==> src/hdl/pgphd_pkg.sv <==
// shared types and constants for the packet header decoder
// used by every module of the block; depends on nothing
`default_nettype none

package pgphd_pkg;

  // width kept for the remaining buffer byte count
  localparam int BUFLEN_BITS = 32;
  // width used for the body-fits compare (at least the body length width)
  localparam int CMP_BITS    = (BUFLEN_BITS > 24) ? BUFLEN_BITS : 24;

  // stream bus widths
  localparam int IN_TDATA_W  = 40;
  localparam int OUT_TDATA_W = 40;

  // header decode constants
  localparam logic [7:0] NEW_ONE_MAX  = 8'd192;
  localparam logic [7:0] NEW_TWO_MAX  = 8'd224;
  localparam logic [7:0] NEW_FIVE_TAG = 8'd255;
  localparam logic [1:0] OLD_LEN_INDEF = 2'd3;
  localparam logic [1:0] OLD_LEN_FOUR  = 2'd2;

  // decoder phase, one-hot
  typedef enum logic [5:0] {
    PH_IDLE       = 6'b000001,
    PH_NEW_FIRST  = 6'b000010,
    PH_NEW_SECOND = 6'b000100,
    PH_NEW_ZERO   = 6'b001000,
    PH_OLD_TOP    = 6'b010000,
    PH_ACCUM      = 6'b100000
  } pgphd_phase_t;

  // one input item
  typedef struct packed {
    logic [31:0] buffer_len;
    logic        start_req;
    logic [7:0]  data_byte;
  } pgphd_item_t;

  // one result item
  typedef struct packed {
    logic [2:0]  header_len;
    logic [23:0] body_len;
    logic [5:0]  tag;
    logic        status;
  } pgphd_res_t;

endpackage

`default_nettype wire

==> src/hdl/pgphd_in_stage.sv <==
// input register of the packet header decoder
// holds one accepted byte transaction until the decoder takes it; uses pgphd_pkg
`default_nettype none

module pgphd_in_stage
  import pgphd_pkg::*;
(
  input  wire logic                  clk,
  input  wire logic                  rst,
  input  wire logic                  s_tvalid,
  output logic                       s_tready,
  input  wire logic [IN_TDATA_W-1:0] s_tdata,   // data_byte [7:0], buffer_len [39:8]
  input  wire logic [0:0]            s_tuser,   // start_req [0]
  input  wire logic                  advance,
  output logic                       item_valid,
  output pgphd_item_t                item
);

  // free when empty or when the held item moves on this cycle
  assign s_tready = !item_valid || advance;

  // valid flag
  always_ff @(posedge clk) begin
    if (rst) begin
      item_valid <= 1'b0;
    end else if (s_tready) begin
      item_valid <= s_tvalid;
    end
  end

  // payload
  always_ff @(posedge clk) begin
    if (s_tvalid && s_tready) begin
      item.data_byte  <= s_tdata[7:0];
      item.buffer_len <= s_tdata[39:8];
      item.start_req  <= s_tuser[0];
    end
  end

endmodule

`default_nettype wire

==> src/hdl/pgphd_decode.sv <==
// header decode state and next-state logic
// one byte per step, flags a result when the outcome is known; uses pgphd_pkg
`default_nettype none

module pgphd_decode
  import pgphd_pkg::*;
(
  input  wire logic        clk,
  input  wire logic        rst,
  input  wire logic        step,
  input  wire pgphd_item_t item,
  output logic             emit,
  output pgphd_res_t       res
);

  pgphd_phase_t           phase, phase_next;
  logic [5:0]             saved_tag, saved_tag_next;
  logic [2:0]             len_left, len_left_next;
  logic [2:0]             hdr_count, hdr_count_next;
  logic [23:0]            len_accum, len_accum_next;
  logic [BUFLEN_BITS-1:0] buf_left, buf_left_next;

  logic [7:0]          b;
  logic                err;
  logic                finish;
  logic                fits;
  logic [CMP_BITS-1:0] cmp_left;
  logic [CMP_BITS-1:0] cmp_hlen;
  logic [CMP_BITS-1:0] cmp_body;
  logic [BUFLEN_BITS-1:0] old_need;

  assign b = item.data_byte;

  // next state for the byte in the input register
  always_comb begin
    phase_next     = phase;
    saved_tag_next = saved_tag;
    len_left_next  = len_left;
    hdr_count_next = hdr_count;
    len_accum_next = len_accum;
    buf_left_next  = buf_left;
    err            = 1'b0;
    finish         = 1'b0;
    old_need       = BUFLEN_BITS'(2);
    if (item.start_req) begin
      buf_left_next  = BUFLEN_BITS'(item.buffer_len);
      hdr_count_next = 3'd1;
      len_accum_next = '0;
      len_left_next  = '0;
      if (buf_left_next < BUFLEN_BITS'(2) || !b[7]) begin
        err = 1'b1;
      end else if (b[6]) begin
        saved_tag_next = b[5:0];
        phase_next     = PH_NEW_FIRST;
      end else begin
        saved_tag_next = {2'b00, b[5:2]};
        case (b[1:0])
          2'd0:    old_need = BUFLEN_BITS'(2);
          2'd1:    old_need = BUFLEN_BITS'(3);
          default: old_need = BUFLEN_BITS'(5);
        endcase
        if (b[1:0] == OLD_LEN_INDEF) begin
          err = 1'b1;
        end else if (buf_left_next < old_need) begin
          err = 1'b1;
        end else begin
          len_left_next = 3'(3'd1 << b[1:0]);
          phase_next    = (b[1:0] == OLD_LEN_FOUR) ? PH_OLD_TOP : PH_ACCUM;
        end
      end
    end else begin
      unique case (phase)
        PH_NEW_FIRST: begin
          hdr_count_next = 3'd2;
          if (b < NEW_ONE_MAX) begin
            len_accum_next = {16'd0, b};
            finish         = 1'b1;
          end else if (buf_left > BUFLEN_BITS'(3) && b < NEW_TWO_MAX) begin
            // b - 192 is the low five bits here
            len_accum_next = {11'd0, b[4:0], 8'd0};
            phase_next     = PH_NEW_SECOND;
          end else if (buf_left > BUFLEN_BITS'(6) && b == NEW_FIVE_TAG) begin
            phase_next = PH_NEW_ZERO;
          end else begin
            err = 1'b1;
          end
        end
        PH_NEW_SECOND: begin
          hdr_count_next = 3'd3;
          len_accum_next = len_accum + {16'd0, b} + 24'd192;
          finish         = 1'b1;
        end
        PH_NEW_ZERO, PH_OLD_TOP: begin
          hdr_count_next = hdr_count + 3'd1;
          if (b != 8'd0) begin
            err = 1'b1;
          end else begin
            len_accum_next = '0;
            len_left_next  = 3'd3;
            phase_next     = PH_ACCUM;
          end
        end
        PH_ACCUM: begin
          hdr_count_next = hdr_count + 3'd1;
          len_accum_next = {len_accum[15:0], b};
          if (len_left != 3'd0) begin
            len_left_next = len_left - 3'd1;
          end
          if (len_left_next == 3'd0) begin
            finish = 1'b1;
          end
        end
        PH_IDLE: begin
          phase_next = PH_IDLE;
        end
        default: begin
          phase_next = PH_IDLE;
        end
      endcase
    end
  end

  // body must fit behind the header
  always_comb begin
    cmp_left = CMP_BITS'(buf_left_next);
    cmp_hlen = CMP_BITS'(hdr_count_next);
    cmp_body = CMP_BITS'(len_accum_next);
    fits     = (cmp_left >= cmp_hlen) && ((cmp_left - cmp_hlen) >= cmp_body);
  end

  // result fields
  always_comb begin
    emit           = err || finish;
    res.status     = err || !fits;
    res.tag        = '0;
    res.body_len   = '0;
    res.header_len = '0;
    if (!err && fits) begin
      res.tag        = saved_tag_next;
      res.body_len   = len_accum_next;
      res.header_len = hdr_count_next;
    end
  end

  // state registers
  always_ff @(posedge clk) begin
    if (rst) begin
      phase     <= PH_IDLE;
      saved_tag <= '0;
      len_left  <= '0;
      hdr_count <= '0;
      len_accum <= '0;
      buf_left  <= '0;
    end else if (step) begin
      phase     <= emit ? PH_IDLE : phase_next;
      saved_tag <= saved_tag_next;
      len_left  <= len_left_next;
      hdr_count <= hdr_count_next;
      len_accum <= len_accum_next;
      buf_left  <= buf_left_next;
    end
  end

  // checks
  a_phase_onehot: assert property (@(posedge clk) disable iff (rst) $onehot(phase))
    else $error("decoder phase not one-hot");

  a_err_zero: assert property (@(posedge clk) disable iff (rst)
    (emit && res.status) |-> (res.tag == 6'd0 && res.body_len == 24'd0 &&
                              res.header_len == 3'd0))
    else $error("corrupt result with nonzero fields");

  a_ok_hlen: assert property (@(posedge clk) disable iff (rst)
    (emit && !res.status) |-> (res.header_len >= 3'd2 && res.header_len <= 3'd6))
    else $error("header length out of range");

  a_idle_after: assert property (@(posedge clk) disable iff (rst)
    (step && emit) |=> (phase == PH_IDLE))
    else $error("decoder not idle after result");

endmodule

`default_nettype wire

==> src/hdl/pgphd_out_stage.sv <==
// result register of the packet header decoder
// holds one result transaction until the sink takes it; uses pgphd_pkg
`default_nettype none

module pgphd_out_stage
  import pgphd_pkg::*;
(
  input  wire logic                   clk,
  input  wire logic                   rst,
  input  wire logic                   load,
  input  wire pgphd_res_t             res,
  output logic                        out_free,
  output logic                        m_tvalid,
  input  wire logic                   m_tready,
  output logic [OUT_TDATA_W-1:0]      m_tdata,   // tag [5:0], body_len [29:6], header_len [32:30]
  output logic [0:0]                  m_tuser    // status [0]
);

  pgphd_res_t held;

  assign out_free = !m_tvalid || m_tready;

  // valid flag
  always_ff @(posedge clk) begin
    if (rst) begin
      m_tvalid <= 1'b0;
    end else if (out_free) begin
      m_tvalid <= load;
    end
  end

  // payload
  always_ff @(posedge clk) begin
    if (load && out_free) begin
      held <= res;
    end
  end

  assign m_tdata = {7'd0, held.header_len, held.body_len, held.tag};
  assign m_tuser = held.status;

endmodule

`default_nettype wire

==> src/hdl/pgp_packet_header_decoder.sv <==
// OpenPGP packet header decoder, byte stream in, one result per packet header out.
// Takes one byte transaction per clock while the result register can take a result. A byte
// enters the input register, the decode logic updates the header state from it, and a result
// lands in the output register. Rate is one byte per cycle while the output is not stalled.
// A start byte (tuser set) also carries the buffer length and restarts decoding;
// after one result per header further bytes are dropped until the next start.
// Depends on pgphd_pkg, pgphd_in_stage, pgphd_decode and pgphd_out_stage.
`default_nettype none

module pgp_packet_header_decoder
  import pgphd_pkg::*;
(
  input  wire logic                   clk,
  input  wire logic                   rst,
  input  wire logic                   s_tvalid,
  output logic                        s_tready,
  input  wire logic [IN_TDATA_W-1:0]  s_tdata,   // data_byte [7:0], buffer_len [39:8]
  input  wire logic [0:0]             s_tuser,   // start_req [0]
  output logic                        m_tvalid,
  input  wire logic                   m_tready,
  output logic [OUT_TDATA_W-1:0]      m_tdata,   // tag [5:0], body_len [29:6], header_len [32:30]
  output logic [0:0]                  m_tuser    // status [0]
);

  pgphd_item_t item;
  pgphd_res_t  res;
  logic        item_valid;
  logic        out_free;
  logic        step;
  logic        emit;

  // decoder consumes a byte whenever the result register can take a result
  assign step = item_valid && out_free;

  pgphd_in_stage u_in (
    .clk        (clk),
    .rst        (rst),
    .s_tvalid   (s_tvalid),
    .s_tready   (s_tready),
    .s_tdata    (s_tdata),
    .s_tuser    (s_tuser),
    .advance    (step),
    .item_valid (item_valid),
    .item       (item)
  );

  pgphd_decode u_dec (
    .clk  (clk),
    .rst  (rst),
    .step (step),
    .item (item),
    .emit (emit),
    .res  (res)
  );

  pgphd_out_stage u_out (
    .clk      (clk),
    .rst      (rst),
    .load     (step && emit),
    .res      (res),
    .out_free (out_free),
    .m_tvalid (m_tvalid),
    .m_tready (m_tready),
    .m_tdata  (m_tdata),
    .m_tuser  (m_tuser)
  );

endmodule

`default_nettype wire
==> config.mk <==
export PLATFORM = sky130hd
export DESIGN_NAME = pgp_packet_header_decoder
export DESIGN_NICKNAME = d
export VERILOG_FILES = /design/src/hdl/pgphd_pkg.sv /design/src/hdl/pgphd_in_stage.sv /design/src/hdl/pgphd_decode.sv /design/src/hdl/pgphd_out_stage.sv /design/src/hdl/pgp_packet_header_decoder.sv
export SDC_FILE = /design/constraint.sdc
export NUM_CORES = 1
export LEC_CHECK = 0
export BUFFER_PORTS_ARGS = -buffer_cell sky130_fd_sc_hd__buf_4
export CAP_MARGIN = 20
export CORE_AREA = 2 2 143 173
export DETAILED_ROUTE_END_ITERATION = 8
export DIE_AREA = 0 0 145 175
export PLACE_DENSITY = 0.61
export SLEW_MARGIN = 20
export SYNTH_ARGS = -nofsm -noshare
export SYNTH_HDL_FRONTEND = slang
export SYNTH_SLANG_ARGS = --single-unit
==> constraint.sdc <==
create_clock -name clk -period 7.7 [get_ports clk]
set_clock_uncertainty 0.05 [all_clocks]
set_input_delay 0.77 -clock clk [delete_from_list [all_inputs] [get_ports clk]]
set_output_delay 0.77 -clock clk [all_outputs]
set_load 0.01 [all_outputs]
* Word level (Yosys, flattened, before mapping) *
Index checks and enable logic that the tools add are counted.

storage, ports and cells
  bits in registers = 151
  input bits = 45
  output and inout port bits = 43
  logic and storage cells = 125

cells by class
  add/sub/neg operators = 5
  $lt $le $gt $ge = 8
  equality and inequality tests = 17
  shifts and indexed selects = 1
  muxes and demuxes = 51
  reduce and logical (&&, ||, !) cells = 28

operator list
  operator                                                                           count
  32-bit two-way mux                                                                 4
  24-bit two-way mux                                                                 4
  24-bit one-hot mux with 4 select lines                                             1
  6-bit two-way mux                                                                  14
  32-bit by 24-bit >= comparator with 1-bit output                                   1
  32-bit by 3-bit >= comparator with 1-bit output                                    1
  32-bit by 2-bit greater-than comparator with 1-bit output (second input constant)  1
  32-bit by 3-bit greater-than comparator with 1-bit output (second input constant)  1
  32-bit by 2-bit less-than comparator with 1-bit output (second input constant)     1
  32-bit less-than comparator                                                        1
  32-bit by 3-bit subtractor with 32-bit output                                      1
  3-bit two-way mux                                                                  10
  24-bit by 8-bit adder with 24-bit output                                           1
  24-bit by 8-bit adder with 24-bit output (second input constant)                   1
  6-bit one-hot mux with 3 select lines                                              1
  8-bit less-than comparator (second input constant)                                 2
  4-bit inequality test (second input constant)                                      4
  1-bit two-way mux                                                                  12
  3-bit one-hot mux with 2 select lines                                              2
  3-bit one-hot mux with 3 select lines                                              1
  8-bit == test (second input constant)                                              1
  1-bit logical AND                                                                  8
  8-bit AND reduction                                                                1
  8-bit nonzero test                                                                 1
  23 further kinds                                                                   35

* Longest topological paths before layout *
Gate-level depths: netlist of run 1.

  depth in word-level cells = 14
  gate-level depth with buffers = 27
  depth with buffers taken out = 24

* Modules after synthesis *
A second synthesis of run 1 with hierarchy kept.

second synthesis, totals
  cells, all modules = 1087
  area total of the unflattened synthesis = 9570.4 µm²

modules (own cells, without submodules)
  module                     times used  cells each  area each (µm²)  sequential area each (µm²)
  pgphd_decode               1           992         7139.3           1481.4
  pgphd_in_stage             1           46          1286.2           1251.2
  pgphd_out_stage            1           47          1132.3           1041.0
  pgp_packet_header_decoder  1           2           12.5             0.0

* Least setup slack after synthesis of run 1 *
No wires, ideal clock.

  path type = reg2reg
  start = register u_in.item[8] (netlist name)
  end = register u_out.held, in the netlist u_out.m_tdata[2] (data pin)
  setup time = 0.275 ns
  arrival = 5.350 ns
  setup slack = 2.025 ns
  cell stages (with the launch flop) = 23
  path buffers = 6
  period minus slack after synthesis = 5.675 ns
  path through = edfxtp_1 -> buf_2 -> buf_1 -> buf_2 -> buf_2 -> buf_1 -> mux2_2 -> ha_1 -> a21oi_1 -> nand3_1 -> or4_1 -> xnor2_1 -> nor2_1 -> a21oi_1 -> ha_1 -> and3_1 -> a311oi_1 -> and4_1 -> o2111ai_1 -> o31a_2 -> o32ai_4 -> buf_6 -> a211oi_2

between the ends
  word-level cells in the longest chain between the ends = 5

ends and longest elaborated chain
  item                                              RTL line               text
  32-bit two-way mux (*)                            pgphd_decode.sv:45     if (item.start_req) begin
  via u_dec.buf_left_next[2]                        pgphd_decode.sv:21     logic [BUFLEN_BITS-1:0] buf_left, buf_left_next;
  32-bit by 3-bit subtractor with 32-bit output     pgphd_decode.sv:128    fits = (cmp_left >= cmp_hlen) && ((cmp_left - cmp_hlen) >= cmp_body);
  32-bit by 24-bit >= comparator with 1-bit output  pgphd_decode.sv:128
  1-bit logical AND (*)                             pgphd_decode.sv:128
  1-bit logical AND (*)                             pgphd_decode.sv:138    if (!err && fits) begin
  end signal: assignment                            pgphd_out_stage.sv:35  held <= res;
  end: declaration                                  pgphd_out_stage.sv:19  pgphd_res_t held;

Mark *: on every way through the listed nets, which the timed path passes. The rest lies on a longest branch.
A chain may end at the register's enable or synchronous reset.

* Worst setup path in the final report of run 1 *
  start = register u_dec.phase[5]
  end = register u_out.held, in the netlist u_out.m_tdata[30] (data pin)

between the ends
  word-level cells in the longest chain between the ends = 8

ends and longest elaborated chain
  item                                                                    RTL line             text
  start: declaration                                                      pgphd_decode.sv:16   pgphd_phase_t phase, phase_next;
  start signal: assignment                                                pgphd_decode.sv:155  phase <= emit ? PH_IDLE : phase_next;
  6-bit by 4-bit == test with 1-bit output, or another cell as far along  pgphd_decode.sv:72   unique case (phase)
  3-bit OR reduction (no source line)                                     -
  3-bit one-hot mux with 3 select lines                                   pgphd_decode.sv:72
  3-bit two-way mux                                                       pgphd_decode.sv:45
  32-bit by 3-bit subtractor with 32-bit output                           pgphd_decode.sv:128
  32-bit by 24-bit >= comparator with 1-bit output                        pgphd_decode.sv:128
  1-bit logical AND                                                       pgphd_decode.sv:128
  1-bit logical AND                                                       pgphd_decode.sv:138

Several ways; a longest one is shown, not always the timed one.

==> flow_summary.toml, run 1 <==
[run_status]
outcome = "completed"

[floorplan]
fp.dieW_um = 145
fp.coreArea_sq_um = 23700
initial_core_util_pct = 39.7
rows = 62
io_pins = 88
dieArea_sq_um = 25400
fp.dieH_um = 175

[synthesis]
seq_area_frac_synth_pct = 40.1
synth.most_common_cell = "nand2_1"
synth_common_cells = "nand2_1, a21oi_1, dfxtp_1, nor2_1, edfxtp_1"
yosysWarnings = 0
synthTopCellsByArea = "edfxtp_1, dfxtp_1, ha_1"
synth_cell_types = 80
netlist_area_sq_um = 9400
synth.top_cell.area_share_pct = 24.0
synthArstFlopShare_pct = 0
synth_top_area_cell = "edfxtp_1"
synth.avg_cell_area_sq_um = 9.01
synth-seq-cells = 151
syn_inst = 1043
synthFlopType = "dfxtp_1"
synth_edf_count = 75

[detailed_routing]
vias_per_cell = 5.73
wl_per_cell_um = 19.1
ant_nets = 0
dr.first_iter.drc_count = 673
drtPass1Iterations = 6
finalWirelength_um = 27400
dr_total_vias = 8199
drc = 0

[clocking]
cts_buffers = 17
ctsResizeCount = 0
worstSkewPairLatency_ps = 430
clock-sinks = 151
hold_buffers = 0
root_buffer = "clkbuf_16"
cts_tree = "built"
post_cts_buffers = 0
clk_path_buf_depth = 2
path_clk_slew_ps = 60
htree_num_levels = 4

[pwr]
power.leakage_nw = 3.95
powerDensity_nw_per_um2 = 187
ir_worst_vdd_uv = 154

[timing]
worstMarginPinSlew_ps = 1060
hold_slack_ps = 410
slew_violations = 0
period_share_pct = 78.9
rsz0062_at_grt = "false"
finalSetupTns_ps = 0
max_freq_mhz = 165
slew_headroom_pct = 29.5
setup_ws_ps = 1630
hold_violations = 0
setup_viol = 0
min_period_ps = 6070

[worst_setup_path]
r2r_end = "u_out.m_tdata[30]"
cp.required_ps = 7800
crit_end = "u_out.m_tdata[30]"
startpoint = "u_dec.phase[5]"
path_class = "reg -> reg"
crit_slowest_cell = "nor4_1"
path_cells = "nor4_1 -> and3b_1 -> buf_4 -> nor2_1 -> o211ai_1 -> ha_1 -> a21oi_1 -> nand3_1 -> or4_1 -> xnor2_1 -> nor2_1 -> a21oi_1 -> ha_1 -> and3_1 -> a311oi_1 -> and4_1 -> o2111ai_1 -> o31a_2 -> o32ai_4 -> buf_4 -> a211oi_1"
arrival_ps = 6170
crit_path_max_fanout = 34
endpoint_kind = "flip-flop"
rr_worst_depth = 21
cpPeakStageDelay_ps = 500
r2r_start = "u_dec.phase[5]"
critical_path.startpoint_type = "flip-flop"
rrSetupSlack_ps = 1630

[finish]
finalNetCount = 1193
fillers = 2273
final_cells = 1431
drive_gt1_share_pct = 16.9
area_delta_synth_final_pct = 15.2
antenna_cells = 0

[placement]
io_buffers = 80
place_inst = 1399
gp_congestion = 0.912
hpwl_um = 20100
pre_cts_ws_ps = 1660

[grt]
grt_start_max_net_pins = 81
grtUsageMet2_pct = 36.0
grt_use_met1_pct = 27.3
grt_overflow = 0
grt_pass1_wl_um = 43100
top_usage_layer = "met2"
grtUsageMet3_pct = 3.47
antenna_found_initial = 0
track_usage_pct = 21.6
grt_pass1_vias = 7735

[min_path]
hp-class = "reg -> reg"

[flow_run]
maxCapViolations = 0
power breakdown:
group / switching, mW / leakage [nW] / total, mW / internal (mW)
combinational: 0.161 / 2.34 / 0.266 / 0.105
clock: 0.347 / 0.280 / 0.857 / 0.510
sequential: 0.0350 / 1.33 / 0.906 / 0.871
total: 0.543 / 3.95 / 2.03 / 1.49
registers in the layout, summed over array words and instances (netlist names):
signal and cells:
u_dec.phase 6, u_out.m_tuser 1, u_dec.buf_left 32, u_dec.saved_tag 6, u_dec.hdr_count 3, u_in.item_valid 1, u_in.item 41, u_out.m_tvalid 1
u_dec.len_accum 24, u_dec.len_left 3, u_out.m_tdata 33
per-layer routing:
metal / wire length, um / part of all wire (%)
met1: 11600 / 42
met2: 13000 / 47
met3: 1650 / 6.0
met5: 0 / 0
met4: 1160 / 4.2
stage by stage:
stage / cell area [sq um] / util [%] / power, mW
global placement: 10200 / 43.3 / 1.18
global route: 10800 / 45.8 / 2.10
detailed placement: 10200 / 43.3 / 1.19
floorplan: 9420 / - / 1.10
finish: 10800 / 45.8 / 2.03
CTS: 10800 / 45.8 / 2.03
worst max-delay path, delay by kind of cell (launching register included):
family / cells / cell delay, ps
xor gates and xnor gates: 1 / 150
DFF: 1 / 380
buffers and inverters: 2 / 750
adders and majority gates: 2 / 630
and+or+nand+nor: 8 / 2040
AOI/OAI and AO/OA: 8 / 1790
layout make-up:
class,instances,area [sq um],area share [%]
Multi-Input combinational cell,810,5270,48.7
Timing Repair Buffer,94,706,6.52
Inverter,24,90.1,0.832
Tap cell,320,400,3.70
Sequential cell,151,3770,34.8
Clock buffer,20,437,4.03
Clock inverter,12,154,1.42
worst min path at each step:
| stage | slack [ps] | start | end | cells after the start |
|---|---|---|---|---|
| 2_1_floorplan | 390 | u_dec.buf_left[31] | u_dec.buf_left[31] | 2 |
| 3_3_place_gp | 390 | u_dec.buf_left[28] | u_dec.buf_left[28] | 2 |
| 3_5_place_dp | 400 | u_dec.buf_left[31] | u_dec.buf_left[31] | 2 |
| 4_1_cts | 410 | u_dec.buf_left[31] | u_dec.buf_left[31] | 2 |
| 5_1_grt | 430 | u_dec.buf_left[28] | u_dec.buf_left[28] | 2 |
| 6_report | 410 | u_dec.buf_left[31] | u_dec.buf_left[31] | 2 |
kinds of logic after synthesis:
family / count (synthesis) / synth area share [%]
multiplexers: 28 / 3.05
XOR/XNOR: 42 / 3.91
other: 1 / 0.0399
AND/OR/NAND/NOR: 413 / 22.8
flip-flops: 151 / 40.1
AO/OA/AOI/OAI: 270 / 19.2
buffers and inverters: 88 / 4.07
adder cells (fa/ha/maj): 50 / 6.81
layout by cell type, fill, tap and decap left out, types with 19 or more instances in the layout:
master    synthesis  final
a21oi_1          95     95
buf_4             7     94
inv_1            24     24
nor3_1           30     30
ha_1             48     48
nand3_1          26     26
nor2_2           22     23
dfxtp_1          76     76
nand2_1         135    135
nor2_1           76     75
mux2i_1          23     23
edfxtp_1         75     75
xnor2_1          25     25
o21ai_0          51     51
nand3b_1         19     19
(Power assumes the default switching activity.)
==> run 2, diff against run 1 <==
==> constraint.sdc (replaced) <==
create_clock -name clk -period 5.9 [get_ports clk]
set_clock_uncertainty 0.05 [all_clocks]
set_input_delay 0.59 -clock clk [delete_from_list [all_inputs] [get_ports clk]]
set_output_delay 0.59 -clock clk [all_outputs]
set_load 0.01 [all_outputs]
==> run 2 against run 1 <==
Critical endpoint is now u_out.m_tdata[25]. Clock power is 38% higher. Global-route usage barely moved. Critical path type unchanged. Core utilization grew 1.1 points. Worst hold slack worse by 130 ps. Clock-buffer cell count increased by 2. First-iteration DRC count up 10%. Highest routed layer unchanged. Largest power group unchanged.
==> flow_summary.toml, run 2 (synthesis gave the netlist of run 1 again) <==
[detailed_routing]
finalWirelength_um = 27600
wl_met1_um = 11700
drtPass1Iterations = 5
met2WireLength_um = 13300
ant_nets = 0
drc = 0
vias_per_cell = 5.64
dr_wl_met3_um = 1420
dr_total_vias = 8198
dr.first_iter.drc_count = 743
highest-signal-layer = "met4"
wl_per_cell_um = 19.0

[clocking]
clk_path_buf_depth = 2
htree_num_levels = 4
path_clk_slew_ps = 60
hold_buffers = 0
cts_tree = "built"
clock-sinks = 151
root_buffer = "clkbuf_16"
cts_buffers = 17
worstSkewPairLatency_ps = 430

[worst_setup_path]
endpoint_kind = "flip-flop"
cp.required_ps = 6010
crit_path_max_fanout = 31
arrival_ps = 5610
path_class = "reg -> reg"
critical_path.startpoint_type = "flip-flop"

[timing]
min_period_ps = 5500
finalSetupTns_ps = 0
max_freq_mhz = 182
hold_violations = 0
worstMarginPinSlew_ps = 993
slew_headroom_pct = 33.6
period_share_pct = 93.3
slew_violations = 0
setup_viol = 0

[placement]
io_buffers = 80
hpwl_um = 20400
place_inst = 1419
gp_congestion = 0.913

[finish]
largest_reg_flops = 41
final_cells = 1454
seqCellArea_sq_um = 3780
multi_input_area_sq_um = 5310
finalNetCount = 1216
layout_common_cells = "nand2_1, buf_4, a21oi_1"
final_util_pct = 46.9
fillers = 2295
antenna_cells = 0
top_register = "u_in.item"
drive_gt1_share_pct = 19.0
final_common_cell = "nand2_1"
area_delta_synth_final_pct = 18.0

[floorplan]
fp.dieH_um = 175
io_pins = 88
initial_core_util_pct = 39.7
dieArea_sq_um = 25400
fp.coreArea_sq_um = 23700
fp.dieW_um = 145
rows = 62

[grt]
grt_overflow = 0
antenna_found_initial = 0
grt_pass1_vias = 7658
track_usage_pct = 21.6
grt_start_max_net_pins = 81
grt_pass1_wl_um = 43000

[run_status]
outcome = "completed"

[min_path]
hp-class = "in -> reg"

[flow_run]
maxCapViolations = 0

[pwr]
power.leakage_nw = 4.09
powerDensity_nw_per_um2 = 245
ir_worst_vdd_uv = 183
==> run 2: path summary, 6_finish.rpt <==
check | end | slack [ps] | start | cells after the start
max | u_out.m_tdata[25] | 400 | u_dec.phase[5] | 24
min | u_in.item[18] | 280 | s_tdata[17] | 1
max reg2reg | u_out.m_tdata[25] | 400 | u_dec.phase[5] | 24
min reg2reg | u_dec.buf_left[29] | 410 | u_dec.buf_left[29] | 2
==> run 2: timing repair <==
item	4_1_cts	5_1_grt
setup buffers	0	3
resized for setup	0	7
endpoints found under the setup margin	0	34
hold endpoints to repair	0	0
==> run 2: power by group <==
group	total, mW	switching, mW	internal [mW]
clock network	1.18	0.444	0.737
logic	0.359	0.215	0.144
registers	1.18	0.0426	1.14
total	2.72	0.702	2.02
==> run 2: per-stage QoR <==
step | hold WS (ps) | setup slack (ps) | instance area [sq um] | power (mW)
finish | 281 | 398 | 11100 | 2.72
detailed placement | 405 | 312 | 10400 | 1.56
global route | 266 | -5.32 | 11100 | 2.83
CTS | 267 | 235 | 11000 | 2.74
global placement | 393 | 440 | 10400 | 1.55
floorplan | 386 | 225 | 9420 | 1.43
==> run 2: cell type report <==
cell class                 count  share of cell area, %
multi-input combinational    810                   47.8
sequential                   151                   34.0
timing repair buffer         117                   8.03
clock buffer                  22                   4.19
tap                          320                   3.61
clock inverter                10                   1.52
inverter                      24                  0.812
==> run 2: critical path, stage by stage (launching register included) <==
cell and delay [ps]:
dfxtp_1 430, nor4_4 380, and3b_1 240, nor2_1 70
o211ai_1 150, ha_1 220, inv_1 70, fa_1 450
a21oi_1 170, nand2_1 150, a2111oi_4 450, nand2_2 110
nor2_1 130, xor2_1 150, nand2_1 60, o21ai_0 100
ha_1 260, nor2b_1 130, o21ai_0 120, and4_1 200
o2111ai_1 130, o31a_2 410, o32ai_4 270, buf_12 260
nor3_2 50
==> run 2: per-layer routing <==
layer / vias up / GRT usage [%]
li1: 3978 / -
met1: 3832 / 27.9
met2: 331 / 36.2
met3: 57 / 2.92
met4: 0 / 9.82
met5: - / 0
